### config.mk
export PLATFORM = sky130hd
export DESIGN_NAME = gamepad_to_joystick_byte
export DESIGN_NICKNAME = d
export VERILOG_FILES = /design/src/rtl/gp2js_pkg.sv /design/src/rtl/gamepad_to_joystick_byte.sv
export VERILOG_INCLUDE_DIRS = /design/src /design/src/rtl
export SDC_FILE = /design/constraint.sdc
export NUM_CORES = 2
export LEC_CHECK = 0
export BUFFER_PORTS_ARGS = -buffer_cell sky130_fd_sc_hd__buf_2
export CAP_MARGIN = 20
export CORE_UTILIZATION = 56
export CTS_CLUSTER_SIZE = 16
export DETAILED_ROUTE_END_ITERATION = 8
export MAX_ROUTING_LAYER = met4
export PLACE_DENSITY = 0.8
export SLEW_MARGIN = 0
export SYNTH_ARGS = -nofsm -noshare
export SYNTH_HDL_FRONTEND = slang
export SYNTH_SLANG_ARGS = --single-unit
### constraint.sdc
create_clock -name clk_i -period 11.55 [get_ports clk_i]
set_clock_uncertainty 0.2 [all_clocks]
set_input_delay 1.155 -clock clk_i [delete_from_list [all_inputs] [get_ports clk_i]]
set_output_delay 1.155 -clock clk_i [all_outputs]
set_load 0.005 [all_outputs]
### src/rtl/assert_macros.svh
// Assertion helpers; empty when SYNTH is defined.
`ifndef ASSERT_MACROS_SVH
`define ASSERT_MACROS_SVH

`ifndef SYNTH
`define ASSERT_CLK(lbl, clk, rstn, prop) \
  lbl: assert property (@(posedge clk) disable iff (!(rstn)) (prop)) \
    else $error("assertion failed");
`define ASSERT_ALWAYS(lbl, clk, prop) \
  lbl: assert property (@(posedge clk) (prop)) \
    else $error("assertion failed");
`else
`define ASSERT_CLK(lbl, clk, rstn, prop)
`define ASSERT_ALWAYS(lbl, clk, prop)
`endif

`endif

### src/rtl/gp2js_pkg.sv
package gp2js_pkg;

  localparam logic [31:0] DeadzoneReset = 32'd171798691;
  localparam logic [7:0]  ByteReleased  = 8'hFF;
  localparam logic [16:0] StickCentre   = 17'h08000;

  // tan(11.25, 33.75, 56.25, 78.75 deg) in Q3.20
  localparam logic [22:0] TanE0 = 23'd208575;
  localparam logic [22:0] TanE1 = 23'd700636;
  localparam logic [22:0] TanE2 = 23'd1569305;
  localparam logic [22:0] TanE3 = 23'd5271548;

  localparam logic [7:0] ClrA  = 8'h40;
  localparam logic [7:0] ClrB  = 8'h84;
  localparam logic [7:0] ClrX  = 8'hA0;
  localparam logic [7:0] ClrY  = 8'h20;
  localparam logic [7:0] ClrBl = 8'h82;
  localparam logic [7:0] ClrBr = 8'h81;

  typedef struct packed {
    logic       vld;
    logic [3:0] dir;
  } dir_sel_t;

  function automatic dir_sel_t hat_to_dir(input logic [7:0] hat);
    dir_sel_t r;
    r.vld = 1'b1;
    case (hat)
      8'd1:    r.dir = 4'd12;
      8'd2:    r.dir = 4'd14;
      8'd3:    r.dir = 4'd0;
      8'd4:    r.dir = 4'd2;
      8'd5:    r.dir = 4'd4;
      8'd6:    r.dir = 4'd6;
      8'd7:    r.dir = 4'd8;
      8'd8:    r.dir = 4'd10;
      default: begin
        r.vld = 1'b0;
        r.dir = 4'd0;
      end
    endcase
    return r;
  endfunction

  function automatic logic [7:0] dir_clear(input logic [3:0] dir);
    logic [7:0] c;
    case (dir)
      4'd0:    c = 8'h02;
      4'd1:    c = 8'h12;
      4'd2:    c = 8'h13;
      4'd3:    c = 8'h03;
      4'd4:    c = 8'h01;
      4'd5:    c = 8'h11;
      4'd6:    c = 8'h19;
      4'd7:    c = 8'h09;
      4'd8:    c = 8'h08;
      4'd9:    c = 8'h18;
      4'd10:   c = 8'h1C;
      4'd11:   c = 8'h0C;
      4'd12:   c = 8'h04;
      4'd13:   c = 8'h14;
      4'd14:   c = 8'h16;
      4'd15:   c = 8'h06;
      default: c = 8'h00;
    endcase
    return c;
  endfunction

endpackage

### src/rtl/gamepad_to_joystick_byte.sv
// Throughput: one input word per cycle while m_axis_tready_i does not stall the output;
// stages are input register, product register
// (squares and tangent products), result register.
// Words whose byte equals the last byte sent produce no output word.
// Reset (async, active low): pipeline empty, dead zone 171798691, last byte 0xFF.
`include "assert_macros.svh"

module gamepad_to_joystick_byte (
  input  logic        clk_i,
  input  logic        rst_ni,
  input  logic        cfg_we_i,
  input  logic [31:0] cfg_wdata_i,      // deadzone_sq
  input  logic        s_axis_tvalid_i,
  output logic        s_axis_tready_o,
  // [15:0] stick_x, [31:16] stick_y, [39:32] hat, [40] button_a, [41] button_b,
  // [42] button_x, [43] button_y, [44] bumper_left, [45] bumper_right, [47:46] zero
  input  logic [47:0] s_axis_tdata_i,
  output logic        m_axis_tvalid_o,
  input  logic        m_axis_tready_i,
  output logic [7:0]  m_axis_tdata_o    // [7:0] joystick_byte
);
  import gp2js_pkg::*;

  // Dead-zone register
  logic [31:0] deadzone_q;

  always_ff @(posedge clk_i or negedge rst_ni) begin
    if (!rst_ni) begin
      deadzone_q <= DeadzoneReset;
    end else if (cfg_we_i) begin
      deadzone_q <= cfg_wdata_i;
    end
  end

  // Handshake between stages
  logic s1_valid_q, s1_valid_d;
  logic s2_valid_q, s2_valid_d;
  logic out_valid_q, out_valid_d;
  logic out_ready, s2_ready, s1_ready;
  logic in_acc, s2_load, out_load;

  assign out_ready       = !out_valid_q || m_axis_tready_i;
  assign s2_ready        = !s2_valid_q || out_ready;
  assign s1_ready        = !s1_valid_q || s2_ready;
  assign s_axis_tready_o = s1_ready;
  assign in_acc          = s_axis_tvalid_i && s1_ready;
  assign s2_load         = s1_valid_q && s2_ready;

  // Stage 1: input register
  logic [47:0] s1_data_q;

  always_ff @(posedge clk_i) begin
    if (in_acc) begin
      s1_data_q <= s_axis_tdata_i;
    end
  end

  // Stage 2 inputs: offsets, squares, tangent products
  logic signed [16:0] dx, dy;
  logic [16:0] ax, ay;
  logic [30:0] sqx_full, sqy_full;
  logic [39:0] prod_d [4];
  logic [7:0]  base_d;
  dir_sel_t    hat_d;

  always_comb begin
    dx = $signed({1'b0, s1_data_q[15:0]}) - $signed(StickCentre);
    dy = $signed({1'b0, s1_data_q[31:16]}) - $signed(StickCentre);
    ax = dx[16] ? 17'(-dx) : 17'(dx);
    ay = dy[16] ? 17'(-dy) : 17'(dy);
    sqx_full = 31'(ax) * 31'(ax);
    sqy_full = 31'(ay) * 31'(ay);
    prod_d[0] = 40'(TanE0) * 40'(ax);
    prod_d[1] = 40'(TanE1) * 40'(ax);
    prod_d[2] = 40'(TanE2) * 40'(ax);
    prod_d[3] = 40'(TanE3) * 40'(ax);
    base_d = ByteReleased;
    if (s1_data_q[40]) base_d = base_d & ~ClrA;
    if (s1_data_q[41]) base_d = base_d & ~ClrB;
    if (s1_data_q[42]) base_d = base_d & ~ClrX;
    if (s1_data_q[43]) base_d = base_d & ~ClrY;
    if (s1_data_q[44]) base_d = base_d & ~ClrBl;
    if (s1_data_q[45]) base_d = base_d & ~ClrBr;
    hat_d = hat_to_dir(s1_data_q[39:32]);
  end

  // Stage 2: product register
  logic [30:0] sqx_q, sqy_q;
  logic [39:0] prod_q [4];
  logic [16:0] ay_q;
  logic        dx_neg_q, dy_neg_q;
  logic [7:0]  base_q;
  dir_sel_t    hat_q;

  always_ff @(posedge clk_i) begin
    if (s2_load) begin
      sqx_q    <= sqx_full;
      sqy_q    <= sqy_full;
      prod_q   <= prod_d;
      ay_q     <= ay;
      dx_neg_q <= dx[16];
      dy_neg_q <= dy[16];
      base_q   <= base_d;
      hat_q    <= hat_d;
    end
  end

  // Result stage: dead-zone test, sector, byte, change detect
  logic [31:0] sq_sum;
  logic        stick_active;
  logic [39:0] lhs;
  logic [2:0]  m;
  logic [3:0]  sector;
  dir_sel_t    dir_sel;
  logic [7:0]  byte_d;
  logic [7:0]  last_sent_q;
  logic        changed;

  always_comb begin
    sq_sum       = {1'b0, sqx_q} + {1'b0, sqy_q};
    stick_active = sq_sum > deadzone_q;
    lhs          = {3'b000, ay_q, 20'd0};
    m            = 3'd0;
    for (int i = 0; i < 4; i++) begin
      if (lhs >= prod_q[i]) m = m + 3'd1;
    end
    // fold the edge count into the quadrant
    case ({dx_neg_q, dy_neg_q})
      2'b00:   sector = {1'b0, m};
      2'b10:   sector = 4'd8 - {1'b0, m};
      2'b11:   sector = 4'd8 + {1'b0, m};
      2'b01:   sector = 4'd0 - {1'b0, m};
      default: sector = 4'd0;
    endcase
    dir_sel = hat_q;
    if (stick_active) begin
      dir_sel.vld = 1'b1;
      dir_sel.dir = sector;
    end
    byte_d = base_q;
    if (dir_sel.vld) byte_d = byte_d & ~dir_clear(dir_sel.dir);
    changed = byte_d != last_sent_q;
  end

  assign out_load = s2_valid_q && out_ready && changed;

  always_comb begin
    s1_valid_d  = in_acc ? 1'b1 : (s2_ready ? 1'b0 : s1_valid_q);
    s2_valid_d  = s2_load ? 1'b1 : (out_ready ? 1'b0 : s2_valid_q);
    out_valid_d = out_load ? 1'b1 : (m_axis_tready_i ? 1'b0 : out_valid_q);
  end

  // last byte sent doubles as the output data register
  always_ff @(posedge clk_i or negedge rst_ni) begin
    if (!rst_ni) begin
      s1_valid_q  <= 1'b0;
      s2_valid_q  <= 1'b0;
      out_valid_q <= 1'b0;
      last_sent_q <= ByteReleased;
    end else begin
      s1_valid_q  <= s1_valid_d;
      s2_valid_q  <= s2_valid_d;
      out_valid_q <= out_valid_d;
      if (out_load) last_sent_q <= byte_d;
    end
  end

  assign m_axis_tvalid_o = out_valid_q;
  assign m_axis_tdata_o  = last_sent_q;

  `ASSERT_CLK(a_full_when_blocked, clk_i, rst_ni, !s_axis_tready_o |-> (s1_valid_q && s2_valid_q && out_valid_q))
  `ASSERT_CLK(a_result_from_stage2, clk_i, rst_ni, $rose(out_valid_q) |-> $past(s2_valid_q))
  `ASSERT_CLK(a_last_stable_on_stall, clk_i, rst_ni, (out_valid_q && !m_axis_tready_i) |=> $stable(last_sent_q))
  `ASSERT_ALWAYS(a_reset_empty, clk_i, !rst_ni |=> (!s1_valid_q && !s2_valid_q && !out_valid_q))

endmodule
==> results.sh <==
export IMPL_rsz0062_at_grt="false"
export IMPL_clock_root_buffer="clkbuf_16"
export IMPL_grt_max_degree=75
export IMPL_place_hpwl_mm=111
export IMPL_syn2layout_area_growth_pct=7.43
export IMPL_hp_start="deadzone_q[19]$_DFFE_PN1P_"
export IMPL_async_reset_ff_share_pct=13.8
export IMPL_crit_type="register to register"
export IMPL_fmax_mhz=95.2
export IMPL_crit_top_cell="fa_1"
export IMPL_cts_sinks=312
export IMPL_synth_xor_area_share_pct=4.09
export IMPL_start_util_pct=56.9
export IMPL_fin_nets=6765
export IMPL_fin_crit_sh_pct=90.9
export IMPL_pin_count=95
export IMPL_hold_path_class="register to register"
export IMPL_drtAntennaViolNets=0
export IMPL_grt_pass1_wl_mm=206
export IMPL_r2r_slack_ns=1.05
export IMPL_synth_compound_gate_area_share_pct=7.69
export IMPL_worst_slew_pin_slew_ns=1.19
export IMPL_end_kind="register"
export IMPL_cp_start_kind="register"
export IMPL_holdBufCountCts=0
export IMPL_drv_slew=0
export IMPL_synth_top_family_by_area="adder cells"
export IMPL_r2r_start="s1_data_q[0]$_DFFE_PP_"
export IMPL_dr_wl_met3_mm=15.4
export IMPL_yosys_cell_types_count=86
export IMPL_drive_gt1_share_pct=5.40
export IMPL_ys_seq_elements=312
export IMPL_syn_avg_cell_area_um2=10.1
export IMPL_antenna_found_initial=4
export IMPL_yosys_warnings=0
export IMPL_reg2reg_to="prod_q[29]$_DFFE_PP_"
export IMPL_worstPathArrival_ns=10.71
export IMPL_grt_total_usage_pct=31.6
export IMPL_die_area_um2=89900
export IMPL_grt_pass1_vias=36800
export IMPL_setup_viol=0
export IMPL_clk_latency_ns=0.62
export IMPL_fill_cells=7107
export IMPL_numCtsBuffers=39
export IMPL_fin_tns_setup_ns=0
export IMPL_cts_setup_buffers=0
export IMPL_drc=0
export IMPL_die_x_um=300
export IMPL_top_layer="met4"
export IMPL_yosys_area_share_simple_pct=7.61
export IMPL_whs_path_depth=2
export IMPL_crit_slowest_cell="fa_1"
export IMPL_std_cell_rows=108
export IMPL_htreeDepth=2
export IMPL_whs_endpoint="deadzone_q[19]$_DFFE_PN1P_"
export IMPL_met2_length_mm=57.9
export IMPL_cts_resized=0
export IMPL_finalNonFillerCells=6305
export IMPL_slew_limit_headroom_pct=19.4
export IMPL_drv_cap=0
export IMPL_first_iter_violations=2786
export IMPL_cts_tree="built"
export IMPL_io_buffers=92
export IMPL_worst_r2r_cell_count=27
export IMPL_synth_mux_area_share_pct=0.365
export IMPL_wl_per_cell_um=21.1
export IMPL_synth_main_ff_cell="edfxtp_1"
export IMPL_hold_violations=0
export IMPL_drt_met1_wl_mm=53.9
export IMPL_regArea_um2=9180
export IMPL_crit_fanout=13
export IMPL_final_area_um2=53400
export IMPL_vias=35200
export IMPL_critPathTopFamily="adder cells"
export IMPL_synth_edff_count=269
export IMPL_path_clk_slew_ns=0.07
export IMPL_finalCriticalPeriod_ns=10.50
export IMPL_die_h_um=300
export IMPL_synthAdderAreaFrac_pct=51.4
export IMPL_viasPerCell=5.57
export IMPL_routed_wl_mm=133
export IMPL_synth_area_um2=49700
export IMPL_multi_input_area_um2=35700
export IMPL_max_stage_delay_ns=0.81
export IMPL_dp_cells=6232
export IMPL_crit_buf_inv=8
export IMPL_cp_required_ns=11.76
export IMPL_grt_overflow=0
export IMPL_clockBufferDepth=3
export IMPL_status="finished, final reports clean"
export IMPL_syn_inst=4899
export IMPL_routabilityCongestion=1.03
export IMPL_dr_pass1_iters=5
export IMPL_core_um2=87300
export IMPL_synth_yosys_seq_area_share_pct=18.5
export IMPL_placed_area_um2=52100
[metrics by stage]
stage	hold WS (ns)	utilization [%]	setup slack (ns)
6_report	0.305	61.1	1.05
5_1_grt	0.327	61.1	0.729
4_1_cts	0.311	61.1	1.36
3_5_place_dp	0.301	59.7	1.36
3_3_place_gp	0.290	59.7	1.50
2_1_floorplan	0.224	-	1.98
[cells in the mapped netlist (23+ instances only)]
master / instances / area share (%)
inv_1: 1315 / 9.9
edfxtp_1: 269 / 16
a21oi_1: 162 / 1.6
fa_1: 798 / 32
nand3_1: 52 / 0.52
a31oi_1: 30 / 0.38
ha_1: 762 / 19
xnor2_1: 175 / 3.1
nand2_1: 265 / 2.0
o21ai_0: 123 / 1.2
nor2_1: 245 / 1.9
nor2b_1: 37 / 0.47
a21o_1: 72 / 1.1
o21a_1: 45 / 0.68
xor2_1: 57 / 1.0
nand4_1: 23 / 0.29
nor3_1: 57 / 0.57
nand2b_1: 25 / 0.31
clkbuf_1: 40 / 0.30
[placed cells by master (no fill, tap or decap), types with 52 or more instances in the layout]
cell,n
a21o_1,72
a21oi_1,162
buf_2,94
conb_1,79
edfxtp_1,269
fa_1,798
ha_1,762
inv_1,1315
nand2_1,265
nand3_1,52
nor2_1,245
nor3_1,57
o21ai_0,123
xnor2_1,172
[registers in the layout, indices dropped and copies added, names as in the netlist]
register / count
hat_q: 4
dx_neg_q: 1
ay_q: 16
s1_valid_q: 1
deadzone_q: 32
m_axis_tdata_o: 8
dy_neg_q: 1
sqy_q: 30
base_q: 6
prod_q: 135
m_axis_tvalid_o: 1
s2_valid_q: 1
sqx_q: 30
s1_data_q: 46
[worst max-delay path by stage]
stage | start | endpoint | slack, ns | cells past startpoint
finish | s1_data_q[0]$_DFFE_PP_ | prod_q[29]$_DFFE_PP_ | 1.05 | 27
global route | s1_data_q[0]$_DFFE_PP_ | prod_q[29]$_DFFE_PP_ | 0.73 | 27
CTS | s1_data_q[0]$_DFFE_PP_ | prod_q[29]$_DFFE_PP_ | 1.36 | 27
detailed placement | s1_data_q[0]$_DFFE_PP_ | prod_q[29]$_DFFE_PP_ | 1.36 | 27
global placement | s1_data_q[0]$_DFFE_PP_ | prod_q[29]$_DFFE_PP_ | 1.50 | 27
floorplan | s1_data_q[0]$_DFFE_PP_ | prod_q[154]$_DFFE_PP_ | 1.98 | 34
[layout make-up]
type                    count  area share [%]
clock inverters            22           0.310
multi-input cells        3295            66.9
well taps                1155            2.71
clock buffers              47            1.92
diodes                      2         0.00938
repair buffers            145            1.60
flip-flops and latches    312            17.2
inverters                1327            9.34
[cells by family (layout without fill, tap and decap cells)]
logic type	count (synthesis)	after routing
buffers and inverters	1369	1541
muxes	15	15
other	2	81
DFF	312	312
xor gates and xnor gates	232	232
and+or+nand+nor	821	821
adders and majority gates	1560	1560
AOI/OAI and AO/OA	588	588
[routing by layer]
| layer | up-vias | global-route usage (%) |
|---|---|---|
| met1 | 17300 | 41.6 |
| met2 | 1565 | 46.8 |
| li1 | 15900 | - |
| met4 | 0 | 11.8 |
| met3 | 328 | 8.43 |
| met5 | - | - |
[worst reg2reg max path, stage by stage, from the launching register on]
cell and delay, ns:
edfxtp_1 0.61, clkinv_1 0.11, buf_4 0.36, ha_1 0.59, a31oi_1 0.30, o21bai_1 0.28
xor2_1 0.16, buf_4 0.32, clkinv_1 0.59, fa_1 0.81, fa_1 0.72, inv_1 0.12
fa_1 0.52, inv_1 0.07, fa_1 0.51, fa_1 0.57, inv_1 0.06, fa_1 0.54
inv_1 0.08, ha_1 0.39, nand3_1 0.15, o31ai_1 0.73, o21ai_0 0.37, or4_1 0.48
a21boi_0 0.19, o21a_1 0.14, nor2_1 0.05, xnor2_1 0.28
Power is left out: the tool's default activity adds up to more than one toggle a clock period on the data nets, which glitch-free logic cannot reach.
